==> src/signed_decimal_line_parser_unit_defines.svh <==
// Assertion macros shared by the signed decimal line parser RTL.
// No dependencies; define ASSERT_OFF to compile the checks out.
`ifndef SIGNED_DECIMAL_LINE_PARSER_UNIT_DEFINES_SVH
`define SIGNED_DECIMAL_LINE_PARSER_UNIT_DEFINES_SVH

`ifndef ASSERT_OFF
// Same-cycle implication, checked outside reset
`define SDLP_ASSERT_IMP(lbl, clk, rstn, ante, cons) \
    lbl: assert property (@(posedge clk) disable iff (!(rstn)) (ante) |-> (cons)) \
        else $error("sdlp assertion failed");
// Next-cycle implication, checked outside reset
`define SDLP_ASSERT_NXT(lbl, clk, rstn, ante, cons) \
    lbl: assert property (@(posedge clk) disable iff (!(rstn)) (ante) |=> (cons)) \
        else $error("sdlp assertion failed");
`else
`define SDLP_ASSERT_IMP(lbl, clk, rstn, ante, cons)
`define SDLP_ASSERT_NXT(lbl, clk, rstn, ante, cons)
`endif

`endif

==> src/sdlp_pkg.sv <==
// Types and constants of the signed decimal line parser.
// No dependencies; used by sdlp_core and the top level.
package sdlp_pkg;

    // Parse phase of the line being collected
    typedef enum logic [1:0] {
        PH_NONE   = 2'd0,
        PH_SIGN   = 2'd1,
        PH_DIGITS = 2'd2,
        PH_TRAIL  = 2'd3
    } t_phase;

    // Status carried by each result
    typedef enum logic [1:0] {
        ST_VALID     = 2'd0,
        ST_NO_DIGITS = 2'd1,
        ST_TRAIL     = 2'd2
    } t_status;

    localparam int CFG_IDX_W  = 4;
    localparam int CFG_DATA_W = 16;
    localparam int MAG_W      = 15;
    localparam int IDLE_W     = 16;
    localparam int VAL_W      = 16;

    // Configuration register indexes
    localparam logic [CFG_IDX_W-1:0] CFG_TIMEOUT_MS  = 4'd0;
    localparam logic [CFG_IDX_W-1:0] CFG_VALUE_LIMIT = 4'd1;

    localparam logic [IDLE_W-1:0] TIMEOUT_RST = 16'd200;
    localparam logic [MAG_W-1:0]  LIMIT_RST   = 15'd255;
    localparam logic [MAG_W-1:0]  MAG_MAX     = 15'h7FFF;
    localparam logic [IDLE_W-1:0] IDLE_MAX    = 16'hFFFF;

    // Character codes
    localparam logic [7:0] CH_NL    = 8'h0A;
    localparam logic [7:0] CH_CR    = 8'h0D;
    localparam logic [7:0] CH_TAB   = 8'h09;
    localparam logic [7:0] CH_SPACE = 8'h20;
    localparam logic [7:0] CH_PLUS  = 8'h2B;
    localparam logic [7:0] CH_MINUS = 8'h2D;
    localparam logic [7:0] CH_ZERO  = 8'h30;
    localparam logic [7:0] CH_NINE  = 8'h39;

    // Line state apart from the character count
    typedef struct packed {
        t_phase            phase;
        logic              neg;
        logic [MAG_W-1:0]  mag;
    } t_line;

    // Result of one item
    typedef struct packed {
        logic              emit;
        t_status           status;
        logic [VAL_W-1:0]  value;
    } t_result;

endpackage

==> src/signed_decimal_line_parser_unit.sv <==
// Signed decimal line parser: one received byte or millisecond tick per
// transfer on the input channel, one status and clamped value per completed
// line on the output channel. The unit takes one item every clock cycle while
// its input is ready; its result is held in a single output register and is
// presented in the cycle after the input transfer. The input is ready whenever
// that register is empty or is being read in the same cycle, so throughput is
// set by the output register alone. Configuration writes are always ready and
// take effect on the next cycle.
// Depends on sdlp_pkg, sdlp_core and signed_decimal_line_parser_unit_defines.svh.
`include "signed_decimal_line_parser_unit_defines.svh"

module signed_decimal_line_parser_unit #(
    parameter int LINE_CAPACITY = 64
) (
    input  logic                              i_clk,
    input  logic                              i_rst_n,
    // Item input
    input  logic                              i_in_valid,
    output logic                              o_in_ready,
    input  logic                              i_mode,
    input  logic [7:0]                        i_rx_byte,
    // Result output
    output logic                              o_out_valid,
    input  logic                              i_out_ready,
    output logic [1:0]                        o_line_status,
    output logic signed [sdlp_pkg::VAL_W-1:0] o_pwm_value,
    // Configuration write
    input  logic                              i_cfg_valid,
    output logic                              o_cfg_ready,
    input  logic [sdlp_pkg::CFG_IDX_W-1:0]    i_cfg_index,
    input  logic [sdlp_pkg::CFG_DATA_W-1:0]   i_cfg_data
);
    import sdlp_pkg::*;

    localparam int CNT_W = (LINE_CAPACITY > 2) ? $clog2(LINE_CAPACITY) : 1;

    logic [CNT_W-1:0]   r_count;
    t_line              r_line;
    logic [IDLE_W-1:0]  r_idle;
    logic [IDLE_W-1:0]  r_timeout;
    logic [MAG_W-1:0]   r_limit;
    logic               r_out_valid;
    t_status            r_out_status;
    logic [VAL_W-1:0]   r_out_value;

    logic [CNT_W-1:0]   n_count;
    t_line              n_line;
    logic [IDLE_W-1:0]  n_idle;
    t_result            n_result;
    logic               in_xfer;

    assign o_in_ready  = !r_out_valid || i_out_ready;
    assign o_cfg_ready = 1'b1;
    assign in_xfer     = i_in_valid && o_in_ready;

    sdlp_core #(
        .LINE_CAPACITY (LINE_CAPACITY),
        .CNT_W         (CNT_W)
    ) u_core (
        .i_mode    (i_mode),
        .i_rx_byte (i_rx_byte),
        .i_count   (r_count),
        .i_line    (r_line),
        .i_idle    (r_idle),
        .i_timeout (r_timeout),
        .i_limit   (r_limit),
        .o_count   (n_count),
        .o_line    (n_line),
        .o_idle    (n_idle),
        .o_result  (n_result)
    );

    // Hold line state; advance it on each input transfer
    always_ff @(posedge i_clk) begin
        if (!i_rst_n) begin
            r_count <= '0;
            r_line  <= '{phase: PH_NONE, neg: 1'b0, mag: '0};
            r_idle  <= '0;
        end else if (in_xfer) begin
            r_count <= n_count;
            r_line  <= n_line;
            r_idle  <= n_idle;
        end
    end

    // Configuration registers; unknown indexes are dropped
    always_ff @(posedge i_clk) begin
        if (!i_rst_n) begin
            r_timeout <= TIMEOUT_RST;
            r_limit   <= LIMIT_RST;
        end else if (i_cfg_valid && o_cfg_ready) begin
            case (i_cfg_index)
                CFG_TIMEOUT_MS:  r_timeout <= i_cfg_data;
                CFG_VALUE_LIMIT: r_limit   <= i_cfg_data[MAG_W-1:0];
                default: ;
            endcase
        end
    end

    // Output register: load on an emitting transfer, release on an output transfer
    always_ff @(posedge i_clk) begin
        if (!i_rst_n) begin
            r_out_valid <= 1'b0;
        end else if (in_xfer) begin
            r_out_valid <= n_result.emit;
        end else if (i_out_ready) begin
            r_out_valid <= 1'b0;
        end
    end

    always_ff @(posedge i_clk) begin
        if (in_xfer && n_result.emit) begin
            r_out_status <= n_result.status;
            r_out_value  <= n_result.value;
        end
    end

    assign o_out_valid   = r_out_valid;
    assign o_line_status = r_out_status;
    assign o_pwm_value   = r_out_value;

    // Checks
    `SDLP_ASSERT_IMP(a_no_take_when_stalled, i_clk, i_rst_n,
        r_out_valid && !i_out_ready, !o_in_ready)
    `SDLP_ASSERT_IMP(a_zero_unless_valid, i_clk, i_rst_n,
        o_out_valid && (o_line_status != ST_VALID), o_pwm_value == '0)
    `SDLP_ASSERT_IMP(a_value_within_limit, i_clk, i_rst_n,
        o_out_valid && (o_line_status == ST_VALID),
        (o_pwm_value <= $signed({1'b0, r_limit})) && (o_pwm_value >= -$signed({1'b0, r_limit})))
    `SDLP_ASSERT_IMP(a_count_bounded, i_clk, i_rst_n,
        1'b1, r_count <= CNT_W'(LINE_CAPACITY - 1))
    `SDLP_ASSERT_NXT(a_newline_clears, i_clk, i_rst_n,
        in_xfer && !i_mode && (i_rx_byte == CH_NL), r_count == '0)

endmodule

==> src/sdlp_core.sv <==
// Next-state and result logic of the line parser for one item.
// Depends on sdlp_pkg; instanced by signed_decimal_line_parser_unit.
module sdlp_core #(
    parameter int LINE_CAPACITY = 64,
    parameter int CNT_W         = 6
) (
    input  logic                           i_mode,
    input  logic [7:0]                     i_rx_byte,
    input  logic [CNT_W-1:0]               i_count,
    input  sdlp_pkg::t_line                i_line,
    input  logic [sdlp_pkg::IDLE_W-1:0]    i_idle,
    input  logic [sdlp_pkg::IDLE_W-1:0]    i_timeout,
    input  logic [sdlp_pkg::MAG_W-1:0]     i_limit,
    output logic [CNT_W-1:0]               o_count,
    output sdlp_pkg::t_line                o_line,
    output logic [sdlp_pkg::IDLE_W-1:0]    o_idle,
    output sdlp_pkg::t_result              o_result
);
    import sdlp_pkg::*;

    localparam logic [CNT_W-1:0] CNT_FULL = CNT_W'(LINE_CAPACITY - 1);

    logic                 is_digit;
    logic                 is_sign;
    logic                 is_blank;
    logic                 empty;
    logic [MAG_W+3:0]     mag_acc;
    logic [MAG_W-1:0]     mag_sat;
    logic [MAG_W-1:0]     mag_clamp;
    logic [IDLE_W-1:0]    idle_inc;
    t_line                line_clr;

    // Classify the byte
    assign is_digit = (i_rx_byte >= CH_ZERO) && (i_rx_byte <= CH_NINE);
    assign is_sign  = (i_rx_byte == CH_PLUS) || (i_rx_byte == CH_MINUS);
    assign is_blank = (i_rx_byte == CH_SPACE) || (i_rx_byte == CH_TAB);
    assign empty    = (i_count == '0);

    // Times-ten accumulate, saturating at the 15-bit maximum
    assign mag_acc = {i_line.mag, 3'b000} + {2'b00, i_line.mag, 1'b0}
                   + {{MAG_W{1'b0}}, (i_rx_byte[3:0] - CH_ZERO[3:0])} ;
    assign mag_sat = (mag_acc > {4'b0000, MAG_MAX}) ? MAG_MAX : mag_acc[MAG_W-1:0];

    // Clamp for the output value
    assign mag_clamp = (i_line.mag > i_limit) ? i_limit : i_line.mag;

    assign idle_inc = (i_idle != IDLE_MAX) ? i_idle + 1'b1 : i_idle;

    assign line_clr = '{phase: PH_NONE, neg: 1'b0, mag: '0};

    always_comb begin
        o_count  = i_count;
        o_line   = i_line;
        o_idle   = '0;
        o_result = '{emit: 1'b0, status: ST_VALID, value: '0};
        if (i_mode) begin
            // Tick: count idle time, drop a stale partial line
            o_idle = idle_inc;
            if (!empty && (idle_inc > i_timeout)) begin
                o_count = '0;
                o_line  = line_clr;
                o_idle  = '0;
            end
        end else if (i_rx_byte == CH_NL) begin
            // Newline: report a non-empty line, then clear
            if (!empty) begin
                o_result.emit = 1'b1;
                case (i_line.phase)
                    PH_DIGITS: begin
                        o_result.status = ST_VALID;
                        o_result.value  = i_line.neg ? (VAL_W'(0) - {1'b0, mag_clamp})
                                                     : {1'b0, mag_clamp};
                    end
                    PH_TRAIL: o_result.status = ST_TRAIL;
                    default:  o_result.status = ST_NO_DIGITS;
                endcase
            end
            o_count = '0;
            o_line  = line_clr;
        end else if (i_rx_byte == CH_CR) begin
            // Carriage return: ignore
        end else if (i_count >= CNT_FULL) begin
            // Full line: drop it
            o_count = '0;
            o_line  = line_clr;
        end else if (is_digit) begin
            o_count = i_count + 1'b1;
            if (!(i_line.phase == PH_NONE && !empty) && (i_line.phase != PH_TRAIL)) begin
                o_line.mag   = mag_sat;
                o_line.phase = PH_DIGITS;
            end
        end else if (is_sign) begin
            o_count = i_count + 1'b1;
            if (i_line.phase == PH_NONE && empty) begin
                o_line.phase = PH_SIGN;
                o_line.neg   = (i_rx_byte == CH_MINUS);
            end else if (i_line.phase == PH_SIGN) begin
                o_line.phase = PH_NONE;
            end else if (i_line.phase == PH_DIGITS) begin
                o_line.phase = PH_TRAIL;
            end
        end else if (is_blank) begin
            // Blank: skip
        end else if (!empty) begin
            // Any other byte spoils the line
            o_count = '0;
            o_line  = line_clr;
        end
    end

endmodule
==> config.mk <==
export PLATFORM = sky130hd
export DESIGN_NAME = signed_decimal_line_parser_unit
export DESIGN_NICKNAME = d
export VERILOG_FILES = /design/src/sdlp_pkg.sv /design/src/signed_decimal_line_parser_unit.sv /design/src/sdlp_core.sv
export VERILOG_INCLUDE_DIRS = /design/src /design/src/src
export SDC_FILE = /design/constraint.sdc
export NUM_CORES = 1
export LEC_CHECK = 0
export BUFFER_PORTS_ARGS = -buffer_cell sky130_fd_sc_hd__buf_2
export CORE_MARGIN = 1
export CORE_UTILIZATION = 56
export CTS_BUF_LIST = sky130_fd_sc_hd__clkbuf_2 sky130_fd_sc_hd__clkbuf_4 sky130_fd_sc_hd__clkbuf_8
export DETAILED_ROUTE_END_ITERATION = 8
export PLACE_DENSITY = 0.81
export SETUP_SLACK_MARGIN = 0.15
export SLEW_MARGIN = 20
export SYNTH_ARGS = -nofsm -noshare
export SYNTH_HDL_FRONTEND = slang
export SYNTH_SLANG_ARGS = --single-unit
==> constraint.sdc <==
create_clock -name i_clk -period 4.1 [get_ports i_clk]
set_input_delay 0.82 -clock i_clk [delete_from_list [all_inputs] [get_ports i_clk]]
set_output_delay 0.82 -clock i_clk [all_outputs]
set_load 0.02 [all_outputs]
==> results.json, run 1 <==
{
  "synth_top_area_share_pct": 22.95,
  "crit_chain": "ha_1 -> nand2_2 -> nor3_4 -> nand2_2 -> buf_4 -> and2_1 -> nand3_1 -> xnor2_1 -> ha_1 -> nand3_1 -> or3_4 -> nor3_4 -> o21ai_1 -> o31a_1 -> buf_4 -> buf_4 -> buf_4 -> o21ai_1 -> a21oi_1 -> nor2_1",
  "synthSimpleGateAreaFrac_pct": 22.10,
  "max_stage_delay_ns": 0.43,
  "cts_tree": "done",
  "yosysTopAreaCell": "dfxtp_1",
  "synth-seq-area-share_pct": 31.56,
  "hpwl_um": 12470,
  "crit_required_ns": 4.40,
  "die_h_um": 107.9,
  "path_common_cell": "buf_4",
  "path_clk_slew_ns": 0.09,
  "worst_pin_slew_ns": 1.015,
  "cts_buffers": 9,
  "synth_xor_area_share_pct": 4.463,
  "ys_async_sr_fraction_pct": 0,
  "period_share_pct": 93.19,
  "drv_cap": 0,
  "ys_ff_latch": 90,
  "antennaDiodeCount": 0,
  "gr-total-overflow": 0,
  "synth_cell_types": 65,
  "end_kind": "flop",
  "fp.dieW_um": 107.9,
  "cp_max_fo": 10,
  "fp-row-count": 38,
  "portBuffers": 53,
  "fin_util_pct": 66.64,
  "clock_latency_ns": 0.38,
  "nNetsFinal": 933,
  "critPathLaunchType": "flop",
  "grt_max_degree": 35,
  "fin_ws_ns": 0.2792,
  "synth_enable_flop_cells": 18,
  "hold_viol": 0,
  "p_per_area_nw_per_um2": 224.5,
  "outcome": "completed",
  "syn_area_um2": 6280,
  "cts-root-buf": "clkbuf_8",
  "core_area_um2": 10890,
  "first_iter_violations": 388,
  "cts_sinks": 90,
  "fmax_mhz": 261.7,
  "wl_per_cell_um": 17.11,
  "synthesis.nets": 854,
  "grt_setup_unrepaired": "yes",
  "leakage_nw": 3.130,
  "synth_fa_ha_area_share_pct": 13.39,
  "place.gp.congestion": 0.9207,
  "hp-class": "reg -> reg",
  "finalSetupViolCount": 0,
  "drv_slew": 0,
  "antenna_found_initial": 0,
  "drive_gt1_share_pct": 18.74,
  "h-tree-depth": 3,
  "first_pass_iters": 6,
  "dp_slack_ns": -0.06808,
  "synth_commonest_cells": "nand2_1, dfxtp_1, ha_1, a21oi_1, inv_1",
  "area_delta_synth_final_pct": 15.54,
  "die_area_um2": 11640,
  "gr-usage-all-layers_pct": 29.08,
  "synth_ff_type": "dfxtp_1",
  "ios": 55,
  "synthMuxAreaShare_pct": 5.718,
  "cts_hold_buf": 0,
  "cp_slowest_cell": "or3_4",
  "layout_min_cycle_time_ns": 3.821,
  "synthCells": 754,
  "yosys_warnings": 0,
  "vias_per_cell": 6.161,
  "drt-total-wl_um": 16740,
  "netlist_top_cells_area": "dfxtp_1, ha_1, edfxtp_1",
  "slew_headroom_pct": 32.27,
  "grt_pass1_vias": 5771,
  "start_util_pct": 57.68,
  "drc": 0,
  "synth_area_per_cell_um2": 8.329,
  "vias": 6025,
  "arrival_ns": 4.13,
  "peakVddDrop_v": 0.0002274,
  "path_class": "reg -> reg",
  "cts_buffer_depth": 2,
  "fin_worst_skew_ns": 0.01667,
  "synth.most_common_cell": "nand2_1",
  "grt_first_pass_wirelength_um": 26630,
  "synth_top_family_by_area": "simple AND/OR/NAND/NOR gates",
  "synth_compound_area_share_pct": 17.83,
  "drtAntennaViolNets": 0
}
-- worst paths after layout --
path              from         to  slack (ns)  cells after the start
min reg2reg  r_idle[9]  r_idle[9]        0.47                      2
max reg2reg  r_idle[1]  r_idle[3]        0.28                     20
min          r_idle[9]  r_idle[9]        0.47                      2
max          r_idle[1]  r_idle[3]        0.28                     20
-- through the flow --
stage,power (mW),area (µm²),setup TNS (ns),instances,hold slack [ns]
floorplan,0.9897,6285,0,754,0.4319
global placement,1.032,6894,0,954,0.4385
detailed placement,1.036,6894,-0.3968,954,0.4494
CTS,1.621,7108,0,973,0.4669
global route,1.681,7256,0,978,0.4866
finish,1.629,7256,0,978,0.4671
-- critical path: cells and delay by family (launching register included) --
| kind | cells | cell delay, ns |
|---|---|---|
| compound gates | 4 | 0.55 |
| xor+xnor | 1 | 0.11 |
| fa+ha+maj | 2 | 0.56 |
| buf+inv | 4 | 0.61 |
| flops | 1 | 0.38 |
| simple gates | 9 | 1.51 |
-- where the power goes --
group / switching (mW) / internal (mW)
sequential: 0.00545 / 0.904
clock: 0.367 / 0.237
combinational: 0.0711 / 0.0441
total: 0.443 / 1.19
-- timing repair --
action	CTS	global route
pin swaps	2	7
buffers inserted	3	4
setup endpoints to repair	6	43
gates resized for setup	0	34
hold endpoints to repair	0	0
cloned	0	1
-- final cells by class --
| type | count | area, µm² |
|---|---|---|
| clock buffers | 9 | 123.9 |
| clock inverters | 7 | 67.56 |
| fillers | 879 | 3632 |
| inverters | 52 | 195.2 |
| multi-input cells | 586 | 4115 |
| flip-flops and latches | 90 | 1989 |
| well taps | 140 | 175.2 |
| repair buffers | 94 | 589.3 |
-- metal layers --
metal | track usage [%] | up-vias | part of all wire [%]
met5 | 0 | - | 0
met4 | 13.31 | 0 | 4.0
met3 | 5.327 | 62 | 5.0
met2 | 52.88 | 230 | 51
met1 | 32.65 | 2855 | 40
li1 | - | 2878 | -
-- sequential cells by signal, summed over array words and instances, names as in the netlist --
name	cells
o_line_status	2
o_out_valid	1
o_pwm_value	16
r_count	6
r_idle	16
r_limit	15
r_line	18
r_timeout	16
-- placed cells by master, fill, tap and decap left out, drive strengths merged, types with 4 or more instances in the layout --
cell    Yosys  layout
a211oi      8       8
a21o        8       8
a21oi      54      54
a22o       15      15
a22oi       4       4
and2        7       7
and3        7       7
buf         8      94
clkbuf     18       9
dfxtp      72      72
edfxtp     18      18
ha         64      64
inv        52      56
mux2        7       7
mux2i      19      19
mux4        4       4
nand2     115     115
nand2b     12      12
nand3      22      22
nand3b      5       5
nand4      10      10
nor2       50      50
nor2b       6       6
nor3       19      19
nor4       11      11
o211ai     12      12
o21a        4       4
o21ai      28      28
o22ai       6       6
or3        11      11
or4         5       5
xnor2      19      19
xor2       13      13
-- kinds of logic (layout without fill, tap and decap cells) --
| logic type | count (synthesis) | in the layout |
|---|---|---|
| xor gates and xnor gates | 32 | 32 |
| adders and majority gates | 66 | 66 |
| and+or+nand+nor | 290 | 290 |
| muxes | 30 | 30 |
| buffers and inverters | 78 | 162 |
| other | 1 | 1 |
| DFF | 90 | 90 |
| AOI/OAI and AO/OA | 167 | 167 |
(Power assumes the default switching activity.)
==> run 2: changes to the inputs <==
CELL_PAD_IN_SITES_DETAIL_PLACEMENT = 1   (was unset)
CELL_PAD_IN_SITES_GLOBAL_PLACEMENT = 1   (was unset)
CORE_UTILIZATION = 43   (was 56)
PLACE_DENSITY = 0.82   (was 0.81)
==> results.json, run 2 (synthesized netlist as in run 1, its figures left out) <==
{
  "sw_frac_of_total_pct": 28.21,
  "drc": 0,
  "antennaDiodeCount": 0,
  "fin_setup_tns_ns": 0,
  "p_per_area_nw_per_um2": 222.5,
  "peakVddDrop_v": 0.0001268,
  "mostFrequentLayoutCell": "nand2_1",
  "nNetsFinal": 941,
  "hp-class": "reg -> reg",
  "fp-row-count": 43,
  "h-tree-depth": 3,
  "drv_cap": 0,
  "power_mw": 1.655,
  "die_area_um2": 15090,
  "end_kind": "flop",
  "leakage_nw": 3.182,
  "fill_cells": 1698,
  "place.gp.congestion": 0.9384,
  "reg2reg_slack_ns": 0.16,
  "p_comb_share_pct": 7.6,
  "outcome": "completed",
  "critPathLaunchType": "flop",
  "regMostFlops": "r_line",
  "finalSetupViolCount": 0,
  "hp-start": "r_timeout[10]",
  "drtAntennaViolNets": 0,
  "die_h_um": 122.8,
  "clock_latency_ns": 0.39,
  "p_int_mw": 1.188,
  "period_share_pct": 96.16,
  "wl_per_cell_um": 20.52,
  "cp-startpoint": "r_idle[1]",
  "first_iter_violations": 482,
  "vias": 6191,
  "worstReg2RegStart": "r_idle[1]",
  "cts_tree": "done",
  "gr-total-overflow": 0,
  "grt_first_pass_wirelength_um": 31310,
  "path_common_cell": "ha_4",
  "ios": 55,
  "core_area_um2": 14040,
  "layout_min_cycle_time_ns": 3.942,
  "gr-usage-all-layers_pct": 27.07,
  "drt-total-wl_um": 21050,
  "grt_max_degree": 28,
  "drive_gt1_share_pct": 20.92,
  "fp.dieW_um": 122.8,
  "cts_sinks": 90,
  "pwr-share-seq_pct": 55.0,
  "grt_setup_unrepaired": "yes",
  "grt_pass1_vias": 6162,
  "cp_max_fo": 8,
  "hpwl_um": 15360,
  "drv_slew": 0,
  "arrival_ns": 4.25,
  "crit_required_ns": 4.41,
  "cts_buffer_depth": 2,
  "start_util_pct": 44.72,
  "p_switching_uw": 466.9,
  "first_pass_iters": 5,
  "fin_worst_skew_ns": 0.01450,
  "hold_viol": 0,
  "cts_buffers": 9,
  "portBuffers": 53,
  "max_stage_delay_ns": 0.49,
  "largest_register_ffs": 18,
  "worst_pin_slew_ns": 1.127,
  "p_clk_share_pct": 37.5,
  "fmax_mhz": 253.7,
  "cts-root-buf": "clkbuf_8",
  "path_clk_slew_ns": 0.11,
  "vias_per_cell": 6.034,
  "antenna_found_initial": 0,
  "most-common-layout-cells": "nand2_1, ha_1, dfxtp_1, a21oi_1, buf_2",
  "area_delta_synth_final_pct": 18.47,
  "path_class": "reg -> reg",
  "slew_headroom_pct": 24.85,
  "cp_slowest_cell": "or4_4",
  "crit_chain": "ha_4 -> nand2_2 -> buf_4 -> nor4_4 -> nand3_1 -> mux2_4 -> ha_4 -> nand3_2 -> or3_4 -> a211oi_2 -> o31a_1 -> nand4_1 -> buf_6 -> or4_4 -> o22ai_1"
}
[run 2: cell types whose count changed in the layout (fill, tap and decap cells not counted), moves of 4 or more]
cell,delta
ha_1,-4
dfxtp_1,-6
ha_4,+4
buf_4,+8
dfxtp_2,+4
[run 2: metal layers]
metal  share of wire [%]  track usage [%]
met1                  43            33.88
met2                  49            46.28
met3                 4.2            4.136
met4                 3.3            10.90
met5                   0                0
[run 2: worst paths after layout]
path	end	cells past startpoint
setup / recovery	r_count[5]	15
hold / removal	r_timeout[10]	2
setup reg to reg	r_count[5]	15
hold reg to reg	r_timeout[10]	2
[run 2: layout make-up]
class / count / area (µm²) / share of cell area [%]
inverter: 52 / 195.2 / 2.624
clock buffer: 9 / 123.9 / 1.665
tap: 180 / 225.2 / 3.027
multi-input combinational: 586 / 4175 / 56.12
timing repair buffer: 102 / 649.4 / 8.729
sequential: 90 / 2002 / 26.91
clock inverter: 7 / 68.82 / 0.9250
[run 2: repair_timing]
action / in CTS / in global routing
pin swaps: 3 / 11
gates cloned: 0 / 0
resized for setup: 8 / 37
hold endpoints to repair: 0 / 0
setup endpoints to repair: 31 / 27
hold buffers: 0 / 0
setup buffers: 4 / 6
[run 2: power by group through the flow]
stage	Sequential (mW)	Combinational [mW]	Clock (mW)
2_1_floorplan	0.928	0.0612	0
3_3_place_gp	0.930	0.108	0
3_5_place_dp	0.930	0.116	0
4_1_cts	0.910	0.118	0.624
5_1_grt	0.911	0.136	0.667
6_report	0.910	0.125	0.620
[run 2: critical path, delay by kind of cell (launching register included)]
kind	cells	cell delay (ns)
AOI/OAI and AO/OA	3	0.66
adders and majority gates	2	0.43
buffers and inverters	2	0.36
DFF	1	0.39
muxes	1	0.36
and+or+nand+nor	7	1.65
[run 2: per-stage QoR]
step           setup slack, ns  hold slack [ns]  instances  cell area (µm²)  utilization, %
6_report                0.1576           0.4685       1026             7440           52.98
3_3_place_gp           0.02389           0.4408       1000             6989           49.77
4_1_cts                 0.1333           0.4729       1020             7241           51.56
5_1_grt                0.08187           0.4956       1026             7440           52.98
2_1_floorplan           0.1503           0.4319        754             6285               -
3_5_place_dp          -0.07942           0.4564       1000             6989           49.77
